$ cat config.mk
export PLATFORM = sky130hd
export DESIGN_NAME = htw_front
export DESIGN_NICKNAME = d
export VERILOG_FILES = /design/src/design/htw_pkg.sv /design/src/design/htw_front.sv
export SDC_FILE = /design/constraint.sdc
export NUM_CORES = 1
export LEC_CHECK = 0
export BUFFER_PORTS_ARGS = -buffer_cell sky130_fd_sc_hd__buf_2
export CAP_MARGIN = 20
export CORE_ASPECT_RATIO = 0.6
export CORE_MARGIN = 3
export CORE_UTILIZATION = 52
export DETAILED_ROUTE_END_ITERATION = 10
export MAX_ROUTING_LAYER = met4
export PLACE_DENSITY_LB_ADDON = 0.08
export SLEW_MARGIN = 20
export SYNTH_ARGS = -nofsm -noshare
export SYNTH_HDL_FRONTEND = slang
export SYNTH_SLANG_ARGS = --single-unit
$ cat constraint.sdc
create_clock -name clk -period 3.85 [get_ports clk]
set_input_delay 0 -clock clk [delete_from_list [all_inputs] [get_ports clk]]
set_output_delay 0 -clock clk [all_outputs]
set_load 0.05 [all_outputs]
$ cat src/design/htw_pkg.sv
// Shared types, codes and defaults for the hierarchical timer wheel.
`default_nettype none
package htw_pkg;

  localparam int NUM_TIMERS_DEF = 64;
  localparam int SLOT_BITS_DEF  = 6;
  localparam int NUM_WHEELS_DEF = 4;

  localparam int LINK_W = 7;
  localparam logic [LINK_W-1:0] LINK_NONE = 7'd127;

  localparam logic [1:0] CMD_SET    = 2'd0;
  localparam logic [1:0] CMD_CANCEL = 2'd1;
  localparam logic [1:0] CMD_ADV    = 2'd2;
  localparam logic [1:0] CMD_RSVD   = 2'd3;

  localparam logic [1:0] KIND_ACK  = 2'd0;
  localparam logic [1:0] KIND_EXP  = 2'd1;
  localparam logic [1:0] KIND_NONE = 2'd2;

  typedef enum logic [1:0] {OP_ACK, OP_SET, OP_CANCEL, OP_ADV} op_t;

  typedef struct packed {
    op_t         op;
    logic [5:0]  id;
    logic [31:0] delay;
    logic [63:0] new_time;
  } cmd_t;

  typedef struct packed {
    logic valid;
    cmd_t cmd;
  } q_out_t;

endpackage
`default_nettype wire

$ cat src/design/htw_front.sv
// Command intake: classifies commands and holds them in a two-entry queue.
`default_nettype none
module htw_front #(
  parameter int NUM_TIMERS = htw_pkg::NUM_TIMERS_DEF
) (
  input  wire logic          clk,
  input  wire logic          rst,
  input  wire logic          start,
  output logic               busy,
  input  wire logic [1:0]    command,
  input  wire logic [5:0]    timer_id,
  input  wire logic [31:0]   delay,
  input  wire logic [63:0]   new_time,
  output htw_pkg::q_out_t    q,
  input  wire logic          pop
);

  htw_pkg::cmd_t in_cmd;
  htw_pkg::cmd_t qmem [2];
  logic          wp;
  logic          rp;
  logic [1:0]    cnt;
  logic [1:0]    cnt_next;
  logic          push;
  logic          id_ok;

  assign id_ok = {1'b0, timer_id} < 7'(NUM_TIMERS);

  always_comb begin
    in_cmd.id       = timer_id;
    in_cmd.delay    = delay;
    in_cmd.new_time = new_time;
    case (command)
      htw_pkg::CMD_SET:    in_cmd.op = id_ok ? htw_pkg::OP_SET : htw_pkg::OP_ACK;
      htw_pkg::CMD_CANCEL: in_cmd.op = id_ok ? htw_pkg::OP_CANCEL : htw_pkg::OP_ACK;
      htw_pkg::CMD_ADV:    in_cmd.op = htw_pkg::OP_ADV;
      default:             in_cmd.op = htw_pkg::OP_ACK;
    endcase
  end

  assign busy     = (cnt == 2'd2);
  assign push     = start && !busy;
  assign cnt_next = cnt + 2'(push) - 2'(pop);
  assign q.valid  = (cnt != 2'd0);
  assign q.cmd    = qmem[rp];

  always_ff @(posedge clk) begin
    if (rst) begin
      wp  <= 1'b0;
      rp  <= 1'b0;
      cnt <= 2'd0;
    end else begin
      if (push) wp <= ~wp;
      if (pop) rp <= ~rp;
      cnt <= cnt_next;
    end
  end

  always_ff @(posedge clk) begin
    if (push) qmem[wp] <= in_cmd;
  end

endmodule
`default_nettype wire

==> impl_results.md, run 1 <==
* Routed len/inst at approximately 17 um
* Gr usage total at a little under a fifth
* Power share of the clock group at 30.0%
* Drt total wl at around 16000 um
* Logic pwr share at 22.6%
* Top-area cell type share of the netlist area at slightly below 80%
* CTS buffer count at 20
* Final Cycle Share at 62.5%
* Crit-path max FO at 42
* RSZ-0062 raised after global routing: false
* CTS sink cnt at approximately 210
* Overall Power at ~6.1 mW
* Finish-stage setup viols at 0
* Syn Area/Cell at between 20 and 25 sq um
* CP max stage cell: dfxtp_4
* Compound-Gate Fraction of Synth Area at less than 1%
* First-pass iteration count of the detailed router at 4
* Setup crit end kind: primary output
* Crit path launch type: flip-flop
* CP Cell Sequence: buf_4 -> mux2_2 -> buf_2
* Pin count of the biggest net entering global routing at 60
* Status: complete, no violations
* Register area at approximately 0.0063 sq mm
* Critical path arrival at between 2000 and 2500 ps
* Die Ht at a little over 100 um
* Max_cap viols at 0
* CP Class: reg -> out
* Initial cell density of the core at 54.2%
* Vias per cell at between 4 and 5
* Adder-Cell Fraction of Synth Area at less than 1%
* Post-layout min period at 2410 ps
* IO buf count at between 200 and 250
* # rows at 34
* Final hold violations at 0
* Synthesized area at approximately 0.0080 sq mm
* Starting DRT DRC Count at 221
* Die ar. at about 0.017 sq mm
* Post-synth top area cell: edfxtp_1
* Post-Synth XOR/XNOR Area at less than 1%
* Slew headroom at 48.8%
* Slew @ Worst Pin at approximately 770 ps
* Clk_lat worst skew at between 400 and 500 ps
* Fillers at 921
* Total gr overflow at 0
* Syn. warnings at 0
* Setup TNS at 0 ps
* Vias in the first global route at roughly 4500
* Die W at between 150 and 200 um
* Final ANT Viol Nets at 0
* Antenna violations before repair at 0
* Layout net count at 804
* Synth Area in Simple Gates at less than 1%
* Hold Slack at roughly 48 ps
* Leak at ~4.3 nW
* Worst stage delay on the critical path at between 800 and 900 ps
* Hold Path Class: in -> reg
* Sw Pwr at between 1.5 and 2 mW
* WP data required at roughly 3900 ps
* Antenna diodes at 0
* #FFs+latches synth at around 210
* Dpl hpwl at 9560 um
* Worst path bufs/invs at 2
* CTS tree: done
* Syn_nets at ~470
* VDD IR-drop max at 0.389 mV
* Crit-path leading delay family: flip-flops
* Clock Tree Buf Depth at 3
* First-pass GRT wire length at ~24000 um
* Clock Skew at between 5 and 6 ps
* Layout cells sized above 1 at 50.1%
* Top cells by area, synth: edfxtp_1 78%, mux2_4 11%, mux2_2 6.2%
* Footprint of the multi-input gates at around 0.0015 sq mm
* Root Buffer: clkbuf_16
* Sequential Power Share at a little under half
* Remaining DRCs at 0
* Yosys cell types at 22
* PD cells at ~550 mW/mm^2
* Sequential fraction of the synthesis area at approximately 79%
* Fmax at roughly 0.42 GHz
* Max-slew violations at 0
* # H-tree levels at 1
* Post_cts resized at 0
* Core area at between 0.01 and 0.015 sq mm
* Clk slew on worst S/H paths at approximately 60 ps
* Gate Count Post-Synth at 355
* Switching Share at 28.9%
* Pint at 4.32 mW
* Num ports at ~210
* GPL Wtd Cong at 0.747
* Synthesis-to-layout area growth at 37.0%
* Via count at between 4000 and 5000
* Largest family of logic cells by synthesized area: multiplexers
* Post-synthesis mux area share at about 17%
[cells in the mapped netlist]
cell / instances
and2_1: 1
nor2_1: 3
inv_1: 6
buf_2: 4
or3_1: 1
nand2b_1: 1
edfxtp_1: 208
buf_6: 7
a21oi_1: 1
dfxtp_1: 5
mux2_4: 60
ha_1: 4
mux2_2: 44
or2_2: 2
nor3_1: 1
xor2_1: 1
nand2_1: 1
xnor2_1: 1
and3_1: 1
buf_8: 1
nor2b_1: 1
o21ai_0: 1
[state kept, by name, summed over array words and instances (netlist names), named ones only]
signal,count
qmem,208
cnt,2
wp,1
rp,1
[final cells by class]
class                   instances  share of cell area (%)
clock buffers                  27                    4.99
clock inverters                 6                   0.490
inverters                       6                   0.228
multi-input cells             124                    14.0
flip-flops and latches        213                    57.8
well taps                     198                    2.26
repair buffers                327                    20.2
[timing repair]
| action | CTS | global route |
|---|---|---|
| endpoints found under the hold margin | 213 | 0 |
| buffers inserted | 0 | 0 |
| hold buffers | 108 | 0 |
[per-layer routing]
layer | vias up | global-route usage [%] | part of all wire [%]
li1 | 2066 | - | -
met1 | 2109 | 24.1 | 44
met2 | 159 | 30.6 | 48
met3 | 20 | 4.41 | 6.3
met4 | 0 | 4.12 | 1.5
met5 | - | - | 0
[final timing paths]
path / to / slack, ps / depth (start not counted) / start
setup / recovery: q[3] / 1440 / 3 / flip-flop
hold reg to reg: rp$_SDFFE_PP0P_ / 520 / 2 / rp$_SDFFE_PP0P_
hold / removal: qmem[0][102]$_DFFE_PP_ / 50 / 4 / command[0]
setup reg to reg: qmem[0][89]$_DFFE_PP_ / 1540 / 5 / cnt[0]$_SDFF_PP0_
[through the flow]
stage,instance area [sq um],cells,util [%],worst slack [ps]
floorplan,8020,355,-,310
global placement,9300,760,62.8,1610
detailed placement,9300,760,62.8,1510
CTS,11000,901,74.2,1380
global route,11000,901,74.2,1310
finish,11000,901,74.2,1440
[cell families after synthesis]
group                    count (synthesis)
flip-flops                             213
multiplexers                           104
adder cells (fa/ha/maj)                  4
buffers and inverters                   18
XOR/XNOR                                 2
AO/OA/AOI/OAI                            2
AND/OR/NAND/NOR                         12
[worst register-to-register path, delay by kind of cell, from the launching register on]
kind | cells | cell delay [ps]
and+or+nand+nor | 2 | 570
buffers and inverters | 3 | 1080
DFF | 1 | 350
[power by group through the flow]
stage | clock network (mW) | logic, mW | registers [mW]
floorplan | 0 | 1.03 | 2.91
global placement | 0 | 1.28 | 2.92
detailed placement | 0 | 1.29 | 2.93
CTS | 1.87 | 1.38 | 2.88
global route | 1.97 | 1.44 | 2.90
finish | 1.82 | 1.37 | 2.88
[placed cells by master, fill, tap and decap left out, types with 2 or more instances in the layout]
| cell type | synthesis | routed |
|---|---|---|
| or2_2 | 2 | 2 |
| mux2_2 | 44 | 44 |
| inv_1 | 6 | 5 |
| clkbuf_16 | 0 | 21 |
| dfxtp_1 | 5 | 4 |
| ha_1 | 4 | 4 |
| buf_2 | 4 | 213 |
| edfxtp_1 | 208 | 208 |
| buf_4 | 0 | 4 |
| buf_12 | 0 | 2 |
| nor2_1 | 3 | 3 |
| mux2_4 | 60 | 60 |
| dlygate4sd3_1 | 0 | 108 |
| clkinv_1 | 0 | 3 |
| clkbuf_1 | 0 | 6 |
Power figures use the tool's default switching activity.
==> run 2: changes to the inputs <==
==> constraint.sdc (replaced) <==
create_clock -name clk -period 2.25 [get_ports clk]
set_input_delay 0 -clock clk [delete_from_list [all_inputs] [get_ports clk]]
set_output_delay 0 -clock clk [all_outputs]
set_load 0.05 [all_outputs]
==> run 2 against run 1 <==
Against the previous run: non-clock buffer count increased by 1; first-iteration DRC count increased by 22%; clock-buffer cell count decreased by 4; clock skew increased by 5.8 ps; final cell count increased by 0.44%; sequential share of layout area decreased by 0.68 points; die area unchanged; power increased by 76%; hold slack got worse by 5.8 ps; critical path type unchanged; largest power group unchanged.
==> impl_results.md, run 2 (synthesized netlist as in run 1, its figures left out) <==
* Hold Slack at 41.8 ps (-5.84 ps)
* Sequential Power Share at 45.6% (-1.8 points)
* Antenna violations before repair at 0 (unchanged)
* Setup WS pre-CTS at 502 ps (-1010 ps)
* Final Cycle Share at a little over four fifths
* Core area at 0.0148 sq mm (unchanged)
* Slew @ Worst Pin at 423 ps (-344 ps)
* Die Ht at 102 um (unchanged)
* Met1 Use GR at 24.6% (+0.47 points)
* Final ANT Viol Nets at 0 (unchanged)
* First-pass iteration count of the detailed router at 4 (unchanged)
* GPL Wtd Cong at 0.740 (-0.95%)
* Crit path launch type: flip-flop
* Most common cell after layout, fill and taps aside: buf_2
* Final hold violations at 0 (unchanged)
* Max_cap viols at 0 (unchanged)
* Remaining DRCs at 0 (unchanged)
* CTS tree: done
* Hold Path Class: in -> reg
* CTS sink cnt at 213 (unchanged)
* Drt total wl at 15900 um (+2.0%)
* Dpl hpwl at 9810 um (+2.7%)
* Clk slew on worst S/H paths at 60 ps (about the same)
* Num ports at 214 (unchanged)
* Top flop regs: qmem: 208 flops, cnt: 2 flops
* Layout cells sized above 1 at 50.9% (+0.85 points)
* Status: complete, no violations
* Routed len/inst at 17.6 um (+1.6%)
* Vias per cell at 4.90 (+1.4%)
* Finish-stage setup viols at 0 (unchanged)
* Starting DRT DRC Count at 270 (+22%)
* Die W at 166 um (unchanged)
* # rows at 34 (unchanged)
* Clock Tree Buf Depth at 3 (unchanged)
* Total gr overflow at 0 (unchanged)
* GR peak layer: met2
* Cells after DPL at 761 (+0.13%)
* Via count at 4436 (+1.9%)
* Pint at 7.64 mW (+77%)
* # H-tree levels at 1 (unchanged)
* Setup crit end kind: primary output
* Crit-path max FO at 59 (+40%)
* Die ar. at 0.0170 sq mm (unchanged)
* Layout Cells excl Fill at 905 (+0.44%)
* Layout net count at 805 (+0.12%)
* CTS buffer count at 20 (unchanged)
* Number of flip-flops in the largest register at 208 (unchanged)
* Root Buffer: clkbuf_16
* Logic pwr share at 22.6% (about the same)
* WP data required at 2250 ps (-1600 ps)
* Critical path arrival at 1870 ps (-540 ps)
* Top reg by flops: qmem
* Synthesis-to-layout area growth at 38.6%
* Clock Skew at 11.2 ps (+5.80 ps)
* Met2 GRT Util at 32.7% (+2.1 points)
* CP Class: reg -> out
* Gr usage total at 19.3% (+0.69 points)
* VDD IR-drop max at 0.640 mV (+64%)
* Max-slew violations at 0 (unchanged)
* Vias in the first global route at 4788 (+5.9%)
* RSZ-0062 raised after global routing: false
* First-pass GRT wire length at 24900 um (+4.2%)
* Clk_lat worst skew at 480 ps (about the same)
* Power share of the clock group at 31.7% (+1.7 points)
* Sw Pwr at 3.07 mW (+75%)
* IO buf count at 213 (unchanged)
* Setup TNS at 0 ps (unchanged)
* Pin count of the biggest net entering global routing at 60 (unchanged)
* Initial cell density of the core at 54.2% (unchanged)
* Switching Share at 28.6% (-0.25 points)
* Slew headroom at 71.8% (+23 points)
* Finished Cell Area at 0.0111 sq mm (+1.2%)
* PD cells at 964 mW/mm^2 (+74%)
* Fmax at approximately 0.53 GHz
* Most frequent cells in the layout: 213 x buf_2, 208 x edfxtp_1, 108 x dlygate4sd3_1
* Setup ws final at 378 ps (-1070 ps)
* Met3 Use GR at 4.64% (+0.23 points)
* Fillers at 911 (-1.1%)
* Area of placed instances at 0.00936 sq mm (+0.67%)
* Leak at 4.36 nW (+0.93%)
* Post-layout min period at around 1900 ps
* Antenna diodes at 0 (unchanged)
==> run 2: changes by cell type in the layout (fill, tap and decap cells not counted), moves of 2 or more <==
cell,before,now
buf_12,2,5
buf_4,4,2
bufinv_16,1,3
clkbuf_1,6,2
clkinv_1,3,6
clkinvlp_4,1,4
==> run 2: worst paths after layout <==
kind / end / cells past startpoint / slack (ps) / from
min reg2reg: wp$_SDFFE_PP0P_ / 2 / 510 / wp$_SDFFE_PP0P_
min: qmem[0][102]$_DFFE_PP_ / 4 / 40 / command[0]
max reg2reg: qmem[0][77]$_DFFE_PP_ / 5 / 500 / cnt[0]$_SDFF_PP0_
max: q[11] / 3 / 380 / flip-flop
==> run 2: repair_timing <==
item	4_1_cts	5_1_grt
hold buffers	108	0
setup buffers	0	0
gates resized for setup	0	0
endpoints found under the hold margin	213	0
==> run 2: layer usage <==
layer,part of all wire (%),vias to the layer above
met4,1.1,0
met2,50,163
met3,6.9,12
met5,0,-
met1,42,2194
li1,-,2067
==> run 2: through the flow <==
stage / utilization (%) / total power [mW]
global placement: 63.3 / 7.22
global route: 75.1 / 11.1
floorplan: - / 6.73
finish: 75.1 / 10.7
CTS: 75.1 / 10.8
detailed placement: 63.3 / 7.26
==> run 2: critical path: stages, from the launching register on <==
cell	delay, ps
dfxtp_4	370
buf_12	360
mux2_2	410
buf_2	220
==> run 2: area by class of cell <==
type	count	area (sq um)	share of cell area (%)
clock buffer	23	533	4.80
clock inverter	13	138	1.24
inverter	6	30.0	0.270
multi-input combinational	124	1560	14.0
sequential	213	6350	57.1
tap	198	248	2.23
timing repair buffer	328	2260	20.4
==> run 2: power by group through the flow <==
stage | clock (mW) | combinational (mW) | sequential [mW]
after detailed placement | 0 | 2.28 | 4.98
after global placement | 0 | 2.26 | 4.95
after floorplan | 0 | 1.77 | 4.96
after CTS | 3.47 | 2.44 | 4.89
final | 3.40 | 2.42 | 4.89
after global routing | 3.66 | 2.55 | 4.92
==> run 3: changes to the inputs <==
--- a/config.mk
+++ b/config.mk
@@ -5,6 +5,7 @@
 export SDC_FILE = /design/constraint.sdc
 export NUM_CORES = 1
 export LEC_CHECK = 0
+export ABC_AREA = 1
 export BUFFER_PORTS_ARGS = -buffer_cell sky130_fd_sc_hd__buf_2
 export CAP_MARGIN = 20
 export CORE_ASPECT_RATIO = 0.6
==> constraint.sdc (replaced) <==
create_clock -name clk -period 1.94 [get_ports clk]
set_input_delay 0 -clock clk [delete_from_list [all_inputs] [get_ports clk]]
set_output_delay 0 -clock clk [all_outputs]
set_load 0.05 [all_outputs]
==> run 3 against run 2 <==
Against the previous run: non-clock buffer count shrank 1; clock power grew 2%; sequential share of layout area grew 0.32 points; power grew 9.7%; area after synthesis grew 0.14%; clock-buffer cell count grew 3; synthesized cell count grew 2.3%.
==> impl_results.md, run 3 <==
* CP max stage cell: dfxtp_4
* Top reg by flops: qmem
* Slew @ Worst Pin at 337 ps (-85.7 ps)
* Slew headroom at 77.5% (+5.7 points)
* PD cells at 1060 mW/mm^2 (+10%)
* Layout cells sized above 1 at 50.9% (about the same)
* Top cells by area, synth: edfxtp_1 78%, mux2_4 11%, mux2_2 6.2%
* Final Cycle Share at between 90 and 100%
* CTS sink cnt at 213 (unchanged)
* Switching Share at 28.9% (+0.22 points)
* Pin count of the biggest net entering global routing at 59 (-1.7%)
* Syn_nets at 475 (+1.7%)
* Clk_lat worst skew at 470 ps (about the same)
* Critical path arrival at 1860 ps (about the same)
* GPL Wtd Cong at 0.731 (-1.1%)
* Leak at 4.35 nW (-0.18%)
* Crit-path leading delay family: buffers and inverters
* Sw Pwr at 3.39 mW (+11%)
* Layout net count at 811 (+0.75%)
* Gate Count Post-Synth at 363 (+2.3%)
* IO buf count at 213 (unchanged)
* Logic pwr share at 22.5% (about the same)
* Top-area cell type share of the netlist area at 77.8% (-0.11 points)
* Asr flop ratio synth at 0% (unchanged)
* Area of placed instances at 0.00940 sq mm (+0.41%)
* Most frequent cell after synthesis: edfxtp_1
* # Post-CTS Setup Buffers at 0 (unchanged)
* Post-layout min period at 1860 ps
* # rows at 34 (unchanged)
* Pint at 8.36 mW (+9.4%)
* Core area at 0.0148 sq mm (unchanged)
* Syn Area/Cell at 22.1 sq um (-2.1%)
* Number of synthesized flops with an enable pin at 208 (unchanged)
* Total gr overflow at 0 (unchanged)
* CTS tree: done
* Final ANT Viol Nets at 0 (unchanged)
* CP Class: reg -> out
* Synthesized area at 0.00803 sq mm (+0.14%)
* Routed len/inst at 17.7 um (+0.57%)
* Worst R2R End: cnt[1]$_SDFF_PP0_
* Yosys cell types at 15 (-32%)
* Initial cell density of the core at 54.3% (+0.076 points)
* RR Startpoint: cnt[0]$_SDFF_PP0_
* Root Buffer: clkbuf_16
* Sequential Power Share at 47.9% (+2.3 points)
* Die Ht at 102 um (about the same)
* Post_cts resized at 0 (unchanged)
* # H-tree levels at 1 (unchanged)
* Die W at 166 um (about the same)
* CP endpoint: q[0]
* R2R Setup Slk at 440 ps (-60 ps)
* Remaining DRCs at 0 (unchanged)
* Finish-stage setup viols at 0 (unchanged)
* RSZ-0062 raised after global routing: false
* Vias per cell at 4.88 (-0.41%)
* Status: complete, no violations
* First-pass iteration count of the detailed router at 4 (unchanged)
* CP Cell Sequence: buf_12 -> mux2_2 -> buf_2
* Die ar. at 0.0170 sq mm (+0.13%)
* Starting DRT DRC Count at 269 (-0.37%)
* Syn. warnings at 0 (unchanged)
* Ys flop type: edfxtp_1
* Sequential fraction of the synthesis area at 79.0% (-0.11 points)
* Via count at 4442 (+0.14%)
* Clock Tree Buf Depth at 3 (unchanged)
* Post-synth top area cell: edfxtp_1
* Vias in the first global route at 4715 (-1.5%)
* CTS buffer count at 19 (-5.0%)
* Top flop regs: qmem: 208 flops, cnt: 2 flops
* Setup crit end kind: primary output
* WP data required at 1940 ps (-310 ps)
* Gr usage total at 19.2% (-0.032 points)
* Clock Skew at 8.05 ps (-3.19 ps)
* Worst path bufs/invs at 2 (unchanged)
* Antenna violations before repair at 1 (+1)
* Number of flip-flops in the largest register at 208 (unchanged)
* Hold Slack at 53.1 ps (+11.3 ps)
* Finished Cell Area at 0.0111 sq mm (-0.53%)
* Power share of the clock group at 29.6% (-2.1 points)
* Synthesis-to-layout area growth at 37.7%
* Fmax at between 0.5 and 0.6 GHz
* Drt total wl at 16100 um (+1.1%)
* Critical path depth at 3 (unchanged)
* Crit path launch type: flip-flop
* Post-synth top cells: 208 x edfxtp_1, 60 x mux2_4, 44 x mux2_2
* Max_cap viols at 0 (unchanged)
* Crit-path max FO at 38 (-36%)
* Max-slew violations at 0 (unchanged)
* Num ports at 214 (unchanged)
* Most common cell after layout, fill and taps aside: buf_2
* Cts-stage hold buffer count at 107 (-0.93%)
* Worst r2r path cells at 10 (+5)
* Most frequent cells in the layout: 213 x buf_2, 208 x edfxtp_1, 107 x dlygate4sd3_1
* First-pass GRT wire length at 24900 um (about the same)
* Hold Path Class: in -> reg
* VDD IR-drop max at 0.741 mV (+16%)
* Clk slew on worst S/H paths at 70 ps (about the same)
* Final hold violations at 0 (unchanged)
* Dpl hpwl at 9670 um (-1.5%)
* #FFs+latches synth at 213 (unchanged)
* Worst stage delay on the critical path at 460 ps (+50 ps)
[run 3: cell count changes after synthesis, moves of 2 or more]
cell / change
inv_1: +5
nand2_1: +6
nor2_1: +3
nand3_1: +2
[run 3: per-layer routing]
metal | up-vias | track usage, % | part of all wire [%]
li1 | 2080 | - | -
met1 | 2163 | 24.7 | 43
met2 | 173 | 31.4 | 49
met3 | 26 | 4.72 | 6.2
met4 | 0 | 5.07 | 1.7
met5 | - | - | 0
[run 3: worst min-delay path by stage]
stage | cells past startpoint | endpoint | start
after global routing | 4 | qmem[0][102]$_DFFE_PP_ | command[0]
after CTS | 4 | qmem[1][102]$_DFFE_PP_ | command[0]
after detailed placement | 1 | qmem[1][62]$_DFFE_PP_ | new_time[62]
after global placement | 1 | qmem[0][25]$_DFFE_PP_ | new_time[25]
final | 4 | qmem[0][102]$_DFFE_PP_ | command[0]
after floorplan | 1 | cnt[0]$_SDFF_PP0_ | rst
[run 3: power groups by stage]
stage,sequential (mW),combinational (mW),clock [mW]
after global placement,5.70,2.46,0
after floorplan,5.70,1.91,0
after detailed placement,5.72,2.48,0
after CTS,5.63,2.66,3.55
final,5.63,2.65,3.48
after global routing,5.66,2.77,3.75
[run 3: worst min-delay path, cell delays in order]
cell and delay [ps]:
buf_2 110, inv_1 70, ha_1 130, or2_2 100
[run 3: metrics by stage]
stage	cells	TNS [ps]	util, %	power (mW)	setup WS (ps)
floorplan	363	-104980	-	7.61	-522
global placement	769	0	63.5	8.16	543
detailed placement	769	0	63.5	8.20	441
CTS	909	0	74.7	11.8	53.6
global route	910	0	74.7	12.2	17.5
finish	910	0	74.7	11.8	84.1
[run 3: layout make-up]
cell class	count	area, sq um
antenna	1	2.50
fill	870	3750
multi-input combinational	127	1550
timing repair buffer	327	2280
inverter	11	45.0
clock buffer	26	542
tap	198	248
clock inverter	7	38.8
sequential	213	6350
[run 3: cell families after synthesis]
logic type	share of synthesized area, %
flip-flops	79.0
multiplexers	17.4
buffers and inverters	1.93
AND/OR/NAND/NOR	0.810
adder cells (fa/ha/maj)	0.623
AO/OA/AOI/OAI	0.125
XOR/XNOR	0.109
